`src/hdl/stcm_pkg.sv`:
```
// Shared types and constants for the S-curve tone map pipeline.
// No dependencies; imported by every module of the block.
`timescale 1ns / 1ps
`default_nettype none

package stcm_pkg;

    localparam int SAMPLE_W      = 16;
    localparam int SLOPE_W       = 24;
    localparam int CFG_IDX_W     = 1;
    localparam int DEF_FRAC_BITS = 16;

    localparam logic [SLOPE_W-1:0]  SLOPE_RESET  = 24'h01_0000;
    localparam logic [SAMPLE_W-1:0] THRESH_RESET = 16'h8000;

    typedef enum logic [CFG_IDX_W-1:0] {
        CFG_SLOPE     = 1'b0,
        CFG_THRESHOLD = 1'b1
    } cfg_reg_t;

    // Valid bit and branch flag that travel with each item between units.
    typedef struct packed {
        logic valid;
        logic upper;
    } tag_t;

endpackage

`default_nettype wire

```
`src/hdl/stcm_front.sv`:
```
// Front end: clamp, branch select, products, denominator and rounded numerator.
// Four register stages. Depends on stcm_pkg.
`timescale 1ns / 1ps
`default_nettype none

module stcm_front #(
    parameter int FRAC_BITS = stcm_pkg::DEF_FRAC_BITS,
    parameter int NUM_W     = 33,
    parameter int DEN_W     = 26
) (
    input  wire logic                          clk,
    input  wire logic                          rst_n,
    input  wire logic                          in_valid,
    output logic                               in_ready,
    input  wire logic [stcm_pkg::SAMPLE_W-1:0] sample_in,
    input  wire logic [stcm_pkg::SLOPE_W-1:0]  slope,
    input  wire logic [stcm_pkg::SAMPLE_W-1:0] threshold,
    input  wire logic                          down_ready,
    output stcm_pkg::tag_t                     out_tag,
    output logic [NUM_W-1:0]                   out_num,
    output logic [DEN_W-1:0]                   out_den
);
    import stcm_pkg::*;

    localparam int CW  = ((FRAC_BITS > SAMPLE_W) ? FRAC_BITS : SAMPLE_W) + 1;
    localparam int UW  = FRAC_BITS + 1;
    localparam int PSW = SLOPE_W + FRAC_BITS;
    localparam int PNW = 2 * UW;

    function automatic logic [UW-1:0] clamp_unit(input logic [SAMPLE_W-1:0] v);
        logic [CW-1:0] ve;
        logic [CW-1:0] one_c;
        ve    = CW'(v);
        one_c = CW'(1) << FRAC_BITS;
        return (ve >= one_c) ? UW'(one_c - CW'(1)) : UW'(ve);
    endfunction

    logic [UW-1:0]        x_c;
    logic [UW-1:0]        t_c;
    logic [UW-1:0]        one_u;
    logic                 upper_c;
    logic [FRAC_BITS-1:0] diff_c;
    logic [UW-1:0]        pa_c;
    logic [UW-1:0]        pb_c;

    logic                 v1_reg, v2_reg, v3_reg, v4_reg;
    logic                 up1_reg, up2_reg, up3_reg, up4_reg;
    logic [FRAC_BITS-1:0] d1_reg;
    logic [UW-1:0]        pa1_reg, pb1_reg, pb2_reg;
    logic [PSW-1:0]       ps2_reg;
    logic [PNW-1:0]       pn2_reg, pn3_reg;
    logic [DEN_W-1:0]     den3_reg, den4_reg;
    logic [NUM_W-1:0]     num4_reg;
    logic                 ld1, ld2, ld3, ld4;

    always_comb
    begin
        x_c     = clamp_unit(sample_in);
        t_c     = clamp_unit(threshold);
        one_u   = UW'(1) << FRAC_BITS;
        upper_c = (x_c >= t_c);
        diff_c  = upper_c ? FRAC_BITS'(x_c - t_c) : FRAC_BITS'(t_c - x_c);
        pa_c    = upper_c ? (one_u - t_c) : t_c;
        // Same term serves as numerator factor and denominator base.
        pb_c    = upper_c ? (one_u - x_c) : x_c;
    end

    assign ld4      = !v4_reg || down_ready;
    assign ld3      = !v3_reg || ld4;
    assign ld2      = !v2_reg || ld3;
    assign ld1      = !v1_reg || ld2;
    assign in_ready = ld1;

    always_ff @(posedge clk or negedge rst_n)
    begin
        if (!rst_n)
        begin
            v1_reg <= 1'b0;
            v2_reg <= 1'b0;
            v3_reg <= 1'b0;
            v4_reg <= 1'b0;
        end
        else
        begin
            if (ld1) v1_reg <= in_valid;
            if (ld2) v2_reg <= v1_reg;
            if (ld3) v3_reg <= v2_reg;
            if (ld4) v4_reg <= v3_reg;
        end
    end

    always_ff @(posedge clk)
    begin
        if (ld1 && in_valid)
        begin
            up1_reg <= upper_c;
            d1_reg  <= diff_c;
            pa1_reg <= pa_c;
            pb1_reg <= pb_c;
        end
        if (ld2 && v1_reg)
        begin
            up2_reg <= up1_reg;
            ps2_reg <= PSW'(slope) * PSW'(d1_reg);
            pn2_reg <= PNW'(pa1_reg) * PNW'(pb1_reg);
            pb2_reg <= pb1_reg;
        end
        if (ld3 && v2_reg)
        begin
            up3_reg  <= up2_reg;
            // Slope product truncated back to Q.F, plus one LSB of epsilon.
            den3_reg <= DEN_W'(pb2_reg) + DEN_W'(ps2_reg >> FRAC_BITS) + DEN_W'(1);
            pn3_reg  <= pn2_reg;
        end
        if (ld4 && v3_reg)
        begin
            up4_reg  <= up3_reg;
            den4_reg <= den3_reg;
            num4_reg <= NUM_W'(pn3_reg) + NUM_W'(den3_reg >> 1);
        end
    end

    assign out_tag = '{valid: v4_reg, upper: up4_reg};
    assign out_num = num4_reg;
    assign out_den = den4_reg;

endmodule

`default_nettype wire

```
`src/hdl/stcm_div.sv`:
```
// Pipelined restoring divider, one quotient bit per register stage.
// Depends on stcm_pkg for the item tag.
`timescale 1ns / 1ps
`default_nettype none

module stcm_div #(
    parameter int NUM_W = 33,
    parameter int DEN_W = 26,
    parameter int QUO_W = 17
) (
    input  wire logic             clk,
    input  wire logic             rst_n,
    input  wire stcm_pkg::tag_t   in_tag,
    input  wire logic [NUM_W-1:0] num,
    input  wire logic [DEN_W-1:0] den,
    output logic                  in_ready,
    input  wire logic             down_ready,
    output stcm_pkg::tag_t        out_tag,
    output logic [QUO_W-1:0]      quo
);
    import stcm_pkg::*;

    // Quotient is known to fit in QUO_W bits, so num >> QUO_W is below den.
    logic [DEN_W-1:0] rem_in;
    logic [QUO_W-1:0] bits_in;

    logic             valid_reg [1:QUO_W];
    logic             upper_reg [1:QUO_W];
    logic [DEN_W-1:0] rem_reg   [1:QUO_W];
    logic [DEN_W-1:0] den_reg   [1:QUO_W];
    logic [QUO_W-1:0] bits_reg  [1:QUO_W];
    logic [QUO_W-1:0] quo_reg   [1:QUO_W];
    logic             stage_ld  [1:QUO_W+1];

    assign rem_in            = DEN_W'(num >> QUO_W);
    assign bits_in           = num[QUO_W-1:0];
    assign stage_ld[QUO_W+1] = down_ready;
    assign in_ready          = stage_ld[1];

    for (genvar k = 0; k < QUO_W; k++)
    begin : g_stage
        logic             src_valid;
        logic             src_upper;
        logic [DEN_W-1:0] src_rem;
        logic [DEN_W-1:0] src_den;
        logic [QUO_W-1:0] src_bits;
        logic [QUO_W-1:0] src_quo;
        logic [DEN_W:0]   shifted;
        logic [DEN_W:0]   diff;
        logic             take;

        if (k == 0)
        begin : g_first
            assign src_valid = in_tag.valid;
            assign src_upper = in_tag.upper;
            assign src_rem   = rem_in;
            assign src_den   = den;
            assign src_bits  = bits_in;
            assign src_quo   = '0;
        end
        else
        begin : g_next
            assign src_valid = valid_reg[k];
            assign src_upper = upper_reg[k];
            assign src_rem   = rem_reg[k];
            assign src_den   = den_reg[k];
            assign src_bits  = bits_reg[k];
            assign src_quo   = quo_reg[k];
        end

        assign shifted       = {src_rem, src_bits[QUO_W-1]};
        assign diff          = shifted - {1'b0, src_den};
        assign take          = (shifted >= {1'b0, src_den});
        assign stage_ld[k+1] = !valid_reg[k+1] || stage_ld[k+2];

        always_ff @(posedge clk or negedge rst_n)
        begin
            if (!rst_n)
                valid_reg[k+1] <= 1'b0;
            else if (stage_ld[k+1])
                valid_reg[k+1] <= src_valid;
        end

        always_ff @(posedge clk)
        begin
            if (stage_ld[k+1] && src_valid)
            begin
                upper_reg[k+1] <= src_upper;
                rem_reg[k+1]   <= take ? diff[DEN_W-1:0] : shifted[DEN_W-1:0];
                den_reg[k+1]   <= src_den;
                bits_reg[k+1]  <= src_bits << 1;
                quo_reg[k+1]   <= {src_quo[QUO_W-2:0], take};
            end
        end
    end

    assign out_tag = '{valid: valid_reg[QUO_W], upper: upper_reg[QUO_W]};
    assign quo     = quo_reg[QUO_W];

endmodule

`default_nettype wire

```
`src/hdl/stcm_post.sv`:
```
// Output stage: mirrors the upper branch, saturates, holds the result item.
// Depends on stcm_pkg.
`timescale 1ns / 1ps
`default_nettype none

module stcm_post #(
    parameter int FRAC_BITS = stcm_pkg::DEF_FRAC_BITS,
    parameter int QUO_W     = 17
) (
    input  wire logic                          clk,
    input  wire logic                          rst_n,
    input  wire stcm_pkg::tag_t                in_tag,
    input  wire logic [QUO_W-1:0]              quo,
    output logic                               in_ready,
    output logic                               result_valid,
    input  wire logic                          result_stall,
    output logic [stcm_pkg::SAMPLE_W-1:0]      sample_out
);
    import stcm_pkg::*;

    logic [QUO_W-1:0]    one_q;
    logic [QUO_W-1:0]    res;
    logic                valid_reg;
    logic [SAMPLE_W-1:0] sample_reg;
    logic                ld;

    always_comb
    begin
        one_q = QUO_W'(1) << FRAC_BITS;
        priority if (in_tag.upper)
        begin
            // 1 - q, with a full-scale result pulled down to one LSB below 1.0
            priority if (quo >= one_q)
                res = '0;
            else if (quo == '0)
                res = one_q - QUO_W'(1);
            else
                res = one_q - quo;
        end
        else
        begin
            res = (quo >= one_q) ? (one_q - QUO_W'(1)) : quo;
        end
    end

    assign ld       = !valid_reg || !result_stall;
    assign in_ready = ld;

    always_ff @(posedge clk or negedge rst_n)
    begin
        if (!rst_n)
            valid_reg <= 1'b0;
        else if (ld)
            valid_reg <= in_tag.valid;
    end

    always_ff @(posedge clk)
    begin
        if (ld && in_tag.valid)
            sample_reg <= SAMPLE_W'(res);
    end

    assign result_valid = valid_reg;
    assign sample_out   = sample_reg;

endmodule

`default_nettype wire

```
`src/hdl/s_curve_tone_map.sv`:
```
// S-curve tone map top level: configuration registers and the three pipeline units.
// Depends on stcm_pkg, stcm_front, stcm_div and stcm_post.
//
// Applies a bias/gain S-curve to each Q0.16 sample: below the threshold t the
// result is t*x/(x + s*(t-x) + eps), at or above it 1 - (1-t)(1-x)/((1-x) +
// s*(x-t) + eps), rounded to nearest and saturated to 0..1-LSB. The block takes
// one sample per clock while the output is not stalled and returns one result
// per sample, in order. The pipeline has four front-end stages for the clamp,
// the two products, the denominator and the rounded numerator, then
// FRAC_BITS + 1 stages of the restoring divider (one quotient bit each), then
// the output register. Each stage loads whenever the stage after it is empty or
// moving, so bubbles close up under output stall. Slope and threshold are read
// straight from their registers; write them only while the pipeline is empty.
`timescale 1ns / 1ps
`default_nettype none

module s_curve_tone_map #(
    parameter int FRAC_BITS = stcm_pkg::DEF_FRAC_BITS
) (
    input  wire logic                           clk,
    input  wire logic                           rst_n,
    input  wire logic                           sample_valid,
    output logic                                sample_stall,
    input  wire logic [stcm_pkg::SAMPLE_W-1:0]  sample_in,
    output logic                                result_valid,
    input  wire logic                           result_stall,
    output logic [stcm_pkg::SAMPLE_W-1:0]       sample_out,
    input  wire logic                           cfg_valid,
    output logic                                cfg_ready,
    input  wire logic [stcm_pkg::CFG_IDX_W-1:0] cfg_index,
    input  wire logic [stcm_pkg::SLOPE_W-1:0]   cfg_data
);
    import stcm_pkg::*;

    localparam int DEN_W = ((SLOPE_W > FRAC_BITS) ? SLOPE_W : FRAC_BITS) + 2;
    localparam int NUM_W = ((2 * FRAC_BITS > DEN_W) ? 2 * FRAC_BITS : DEN_W) + 1;
    localparam int QUO_W = FRAC_BITS + 1;

    logic [SLOPE_W-1:0]  slope_reg;
    logic [SAMPLE_W-1:0] thresh_reg;

    logic                front_ready;
    tag_t                front_tag;
    logic [NUM_W-1:0]    front_num;
    logic [DEN_W-1:0]    front_den;
    logic                div_ready;
    tag_t                div_tag;
    logic [QUO_W-1:0]    div_quo;
    logic                post_ready;

    assign cfg_ready = 1'b1;

    always_ff @(posedge clk or negedge rst_n)
    begin
        if (!rst_n)
        begin
            slope_reg  <= SLOPE_RESET;
            thresh_reg <= THRESH_RESET;
        end
        else if (cfg_valid && cfg_ready)
        begin
            unique case (cfg_reg_t'(cfg_index))
                CFG_SLOPE:     slope_reg  <= cfg_data;
                CFG_THRESHOLD: thresh_reg <= cfg_data[SAMPLE_W-1:0];
                default:       slope_reg  <= slope_reg;
            endcase
        end
    end

    assign sample_stall = !front_ready;

    stcm_front #(
        .FRAC_BITS (FRAC_BITS),
        .NUM_W     (NUM_W),
        .DEN_W     (DEN_W)
    ) u_front (
        .clk        (clk),
        .rst_n      (rst_n),
        .in_valid   (sample_valid),
        .in_ready   (front_ready),
        .sample_in  (sample_in),
        .slope      (slope_reg),
        .threshold  (thresh_reg),
        .down_ready (div_ready),
        .out_tag    (front_tag),
        .out_num    (front_num),
        .out_den    (front_den)
    );

    stcm_div #(
        .NUM_W (NUM_W),
        .DEN_W (DEN_W),
        .QUO_W (QUO_W)
    ) u_div (
        .clk        (clk),
        .rst_n      (rst_n),
        .in_tag     (front_tag),
        .num        (front_num),
        .den        (front_den),
        .in_ready   (div_ready),
        .down_ready (post_ready),
        .out_tag    (div_tag),
        .quo        (div_quo)
    );

    stcm_post #(
        .FRAC_BITS (FRAC_BITS),
        .QUO_W     (QUO_W)
    ) u_post (
        .clk          (clk),
        .rst_n        (rst_n),
        .in_tag       (div_tag),
        .quo          (div_quo),
        .in_ready     (post_ready),
        .result_valid (result_valid),
        .result_stall (result_stall),
        .sample_out   (sample_out)
    );

endmodule

`default_nettype wire

```
`config.mk`:
```
export PLATFORM = sky130hd
export DESIGN_NAME = s_curve_tone_map
export DESIGN_NICKNAME = d
export VERILOG_FILES = /design/src/hdl/stcm_pkg.sv /design/src/hdl/stcm_front.sv /design/src/hdl/stcm_div.sv /design/src/hdl/stcm_post.sv /design/src/hdl/s_curve_tone_map.sv
export SDC_FILE = /design/constraint.sdc
export NUM_CORES = 2
export LEC_CHECK = 0
export ABC_CLOCK_PERIOD_IN_PS = 17720
export BUFFER_PORTS_ARGS = -buffer_cell sky130_fd_sc_hd__buf_2
export CORE_MARGIN = 5
export CORE_UTILIZATION = 51
export CTS_CLUSTER_SIZE = 14
export DETAILED_ROUTE_END_ITERATION = 8
export PLACE_DENSITY = 0.66
export SYNTH_ARGS = -nofsm -noshare
export SYNTH_HDL_FRONTEND = slang
export SYNTH_HIERARCHICAL = 1
export SYNTH_SLANG_ARGS = --single-unit
```
`constraint.sdc`:
```
create_clock -name clk -period 17.72 [get_ports clk]
set_clock_uncertainty 0.05 [all_clocks]
set_input_delay 5.316 -clock clk [delete_from_list [all_inputs] [get_ports clk]]
set_output_delay 5.316 -clock clk [all_outputs]
set_load 0.01 [all_outputs]
```
==> flow_metrics.env <==
export IMPL_status="completed"
export IMPL_layout_drive_gt1_share_pct=6.84
export IMPL_tightestPinTransition_ns=1.22
export IMPL_post_synth_main_area_contributors="sky130_fd_sc_hd__edfxtp_1, sky130_fd_sc_hd__fa_1, sky130_fd_sc_hd__ha_1, sky130_fd_sc_hd__inv_1, sky130_fd_sc_hd__nand2_1"
export IMPL_sinks_on_clock_net=1460
export IMPL_placeableCoreArea_um2=190000
export IMPL_drtAntennaViolNets=0
export IMPL_register_area_um2=43500
export IMPL_globalRouteTotalUtil_pct=22.3
export IMPL_cts_max_path_buffers=3
export IMPL_design_die_area_um2=199000
export IMPL_final_period_minus_worst_setup_slack_ns=14.49
export IMPL_std_cell_rows=160
export IMPL_critPathKind="input pin to primary output"
export IMPL_synth_warnings=6
export IMPL_timing_critical_path_slowest_cell_delay_ns=0.67
export IMPL_initial_antenna_violation_count=6
export IMPL_worst_endpoint_required_ns=12.35
export IMPL_yosys_register_bits=1460
export IMPL_worst_ep_arrival_time_ns=9.12
export IMPL_drt_first_iter_violations=4404
export IMPL_synthesis_instances=8728
export IMPL_post_dp_hpwl_mm=169
export IMPL_crit_fanout=5
export IMPL_critPathSlowestCell="sky130_fd_sc_hd__nor4_1"
export IMPL_drt_vias_per_instance=5.61
export IMPL_cts_tree="done"
export IMPL_yosys_area_top_type_share_pct=43.3
export IMPL_cts_htree_levels=4
export IMPL_design_portCount=65
export IMPL_syn2layout_area_growth_pct=8.23
export IMPL_routed_wirelength_mm=221
export IMPL_report_final_slew_viol_count=0
export IMPL_remaining_drc_errors=0
export IMPL_num_nets_final=10100
export IMPL_synth_largest_area_cell="sky130_fd_sc_hd__edfxtp_1"
export IMPL_die_width_um=446
export IMPL_gp_routability_congestion=0.897
export IMPL_dr_total_vias=63900
export IMPL_maximum_number_of_pins_on_one_net_before_global_route_repair=76
export IMPL_grt_setup_unrepaired="false"
export IMPL_edff_count_synth=1398
export IMPL_synth_area_um2=97000
export IMPL_total_nets_after_synthesis=10000
export IMPL_cts_post_setup_buffers_inserted=0
export IMPL_crit_path_start_kind="input pin"
export IMPL_setup_worst_path_end_class="primary output"
export IMPL_cts_hold_fix_buffers=0
export IMPL_synth_cell_types=113
export IMPL_asyncSetResetFlopFracSynth_pct=4.25
export IMPL_worst_setup_hold_path_clk_slew_ns=0.07
export IMPL_port_buffers=63
export IMPL_timing_final_setup_violations=0
export IMPL_die_y_um=446
export IMPL_hold_path_class="flop to flop"
export IMPL_clock_latency_ns=0.81
export IMPL_fin_crit_sh_pct=81.8
export IMPL_finalSetupTns_ns=0
export IMPL_worstPathCellList="buf_2 > nand2_1 > nor2b_1 > nand3_1 > nor2_1 > nand2_1 > nor4_1 > and3_1 > nand4_1 > nor2b_1 > nand4_1 > inv_1 > buf_2"
export IMPL_grt_overflow=0
export IMPL_detail_route_first_pass_iterations=5
export IMPL_synthesis_area_per_instance_um2=11.1
export IMPL_placement_setup_worst_slack_ns=3.20
export IMPL_cap_violations=0
export IMPL_relSlewSlack_pct=18.7
export IMPL_cts_root_buf="sky130_fd_sc_hd__clkbuf_16"
export IMPL_final_hold_violation_count=0
export IMPL_fmax_mhz=69.0
export IMPL_multi_input_area_um2=47900
export IMPL_ys_seq_area_share_pct=44.9
export IMPL_grt_pass1_vias=65000
export IMPL_layout_filler_cells=16000
export IMPL_cts_buf_count=158
export IMPL_cts_repair_resize_count=0
export IMPL_start_util_pct=51.1
export IMPL_first_pass_grt_wire_length_mm=352
export IMPL_route_detailed_wl_per_inst_um=19.4
export IMPL_worst_slack_ns=3.23
export IMPL_postSynth_topFlopCell="sky130_fd_sc_hd__edfxtp_1"
==> stage by stage <==
step                      cell area, µm²  util, %  hold WS [ns]  std cells
after CTS                         105000     55.3         0.341      11400
after global placement             99900     52.6         0.351      11100
after global routing              105000     55.3         0.363      11400
after floorplan                    97000        -         0.350       8728
after detailed placement           99900     52.6         0.355      11100
final                             105000     55.3         0.344      11400
==> final cells by class <==
type	instances	area share [%]
Inverter	1248	4.46
Clock inverter	88	0.878
Antenna cell	5	0.0119
Tap cell	2511	2.99
Timing Repair Buffer	106	0.610
Clock buffer	196	4.01
Sequential cell	1460	41.5
Multi-Input combinational cell	5790	45.6
==> critical path: cells and delay by family <==
kind | cells | cell delay [ns]
buffers and inverters | 3 | 0.57
and+or+nand+nor | 10 | 3.22
==> cells in the mapped netlist, types with 20 or more instances <==
cell type	number
sky130_fd_sc_hd__edfxtp_1	1398
sky130_fd_sc_hd__inv_1	1247
sky130_fd_sc_hd__nand2_1	767
sky130_fd_sc_hd__ha_1	721
sky130_fd_sc_hd__fa_1	548
sky130_fd_sc_hd__a21oi_1	492
sky130_fd_sc_hd__nor2_1	441
sky130_fd_sc_hd__o21ai_0	308
sky130_fd_sc_hd__xnor2_1	280
sky130_fd_sc_hd__and2_1	278
sky130_fd_sc_hd__a21o_1	221
sky130_fd_sc_hd__clkbuf_1	162
sky130_fd_sc_hd__xor2_1	151
sky130_fd_sc_hd__mux2_2	137
sky130_fd_sc_hd__nand3_1	117
sky130_fd_sc_hd__nor2b_1	113
sky130_fd_sc_hd__nand2b_1	97
sky130_fd_sc_hd__o21a_1	96
sky130_fd_sc_hd__nor3_1	92
sky130_fd_sc_hd__nand4_1	80
sky130_fd_sc_hd__a31oi_1	66
sky130_fd_sc_hd__and3_1	63
sky130_fd_sc_hd__dfrtp_1	60
sky130_fd_sc_hd__a211oi_1	59
sky130_fd_sc_hd__o31ai_1	52
sky130_fd_sc_hd__o21bai_1	46
sky130_fd_sc_hd__o21ai_1	43
sky130_fd_sc_hd__buf_2	39
sky130_fd_sc_hd__mux2_1	38
sky130_fd_sc_hd__mux2i_1	31
sky130_fd_sc_hd__nor4_1	26
sky130_fd_sc_hd__o211ai_1	26
sky130_fd_sc_hd__or2_2	24
sky130_fd_sc_hd__or3_1	24
sky130_fd_sc_hd__a21boi_0	22
sky130_fd_sc_hd__mux2_4	22
sky130_fd_sc_hd__and4_1	20
==> cells by family after synthesis <==
group / after synthesis / share of synthesized area [%]
and+or+nand+nor: 2212 / 11.1
xor gates and xnor gates: 431 / 3.89
AOI/OAI and AO/OA: 1648 / 10.9
DFF: 1460 / 44.9
muxes: 228 / 2.69
other: 2 / 0.00774
adders and majority gates: 1269 / 20.6
buffers and inverters: 1478 / 5.91
==> per-layer routing <==
metal	share of wire, %	wire, µm	global-route usage (%)
met5	0.0059	13	0
met4	3.9	8580	8.50
met3	4.4	9690	2.87
met2	49	109000	38.7
met1	42	93700	28.6
==> final timing paths <==
kind	from	endpoint	cells after the start	slack, ns
max	result_stall	sample_stall	13	3.23
min	u_div/bits_reg[0][192]	u_div/bits_reg[0][208]	0	0.34
max reg2reg	u_front/d1_reg[4]	u_front/ps2_reg[36]	20	10.63
min reg2reg	u_div/bits_reg[0][192]	u_div/bits_reg[0][208]	0	0.34
max in group asynchronous	rst_n	u_front/v3_reg	2	12.19
min in group asynchronous	rst_n	slope_reg[17]	1	4.24
==> layout by cell type, fill, tap and decap left out, types with 105 or more instances in the layout <==
cell type,n
sky130_fd_sc_hd__edfxtp_1,1398
sky130_fd_sc_hd__inv_1,1247
sky130_fd_sc_hd__nand2_1,767
sky130_fd_sc_hd__ha_1,721
sky130_fd_sc_hd__fa_1,548
sky130_fd_sc_hd__a21oi_1,492
sky130_fd_sc_hd__nor2_1,439
sky130_fd_sc_hd__o21ai_0,308
sky130_fd_sc_hd__xnor2_1,280
sky130_fd_sc_hd__and2_1,265
sky130_fd_sc_hd__a21o_1,221
sky130_fd_sc_hd__clkbuf_16,161
sky130_fd_sc_hd__xor2_1,151
sky130_fd_sc_hd__mux2_2,137
sky130_fd_sc_hd__nand3_1,117
sky130_fd_sc_hd__nor2b_1,105
Power is left out: the tool's default activity adds up to more than one toggle a clock period on the data nets, which glitch-free logic cannot reach.
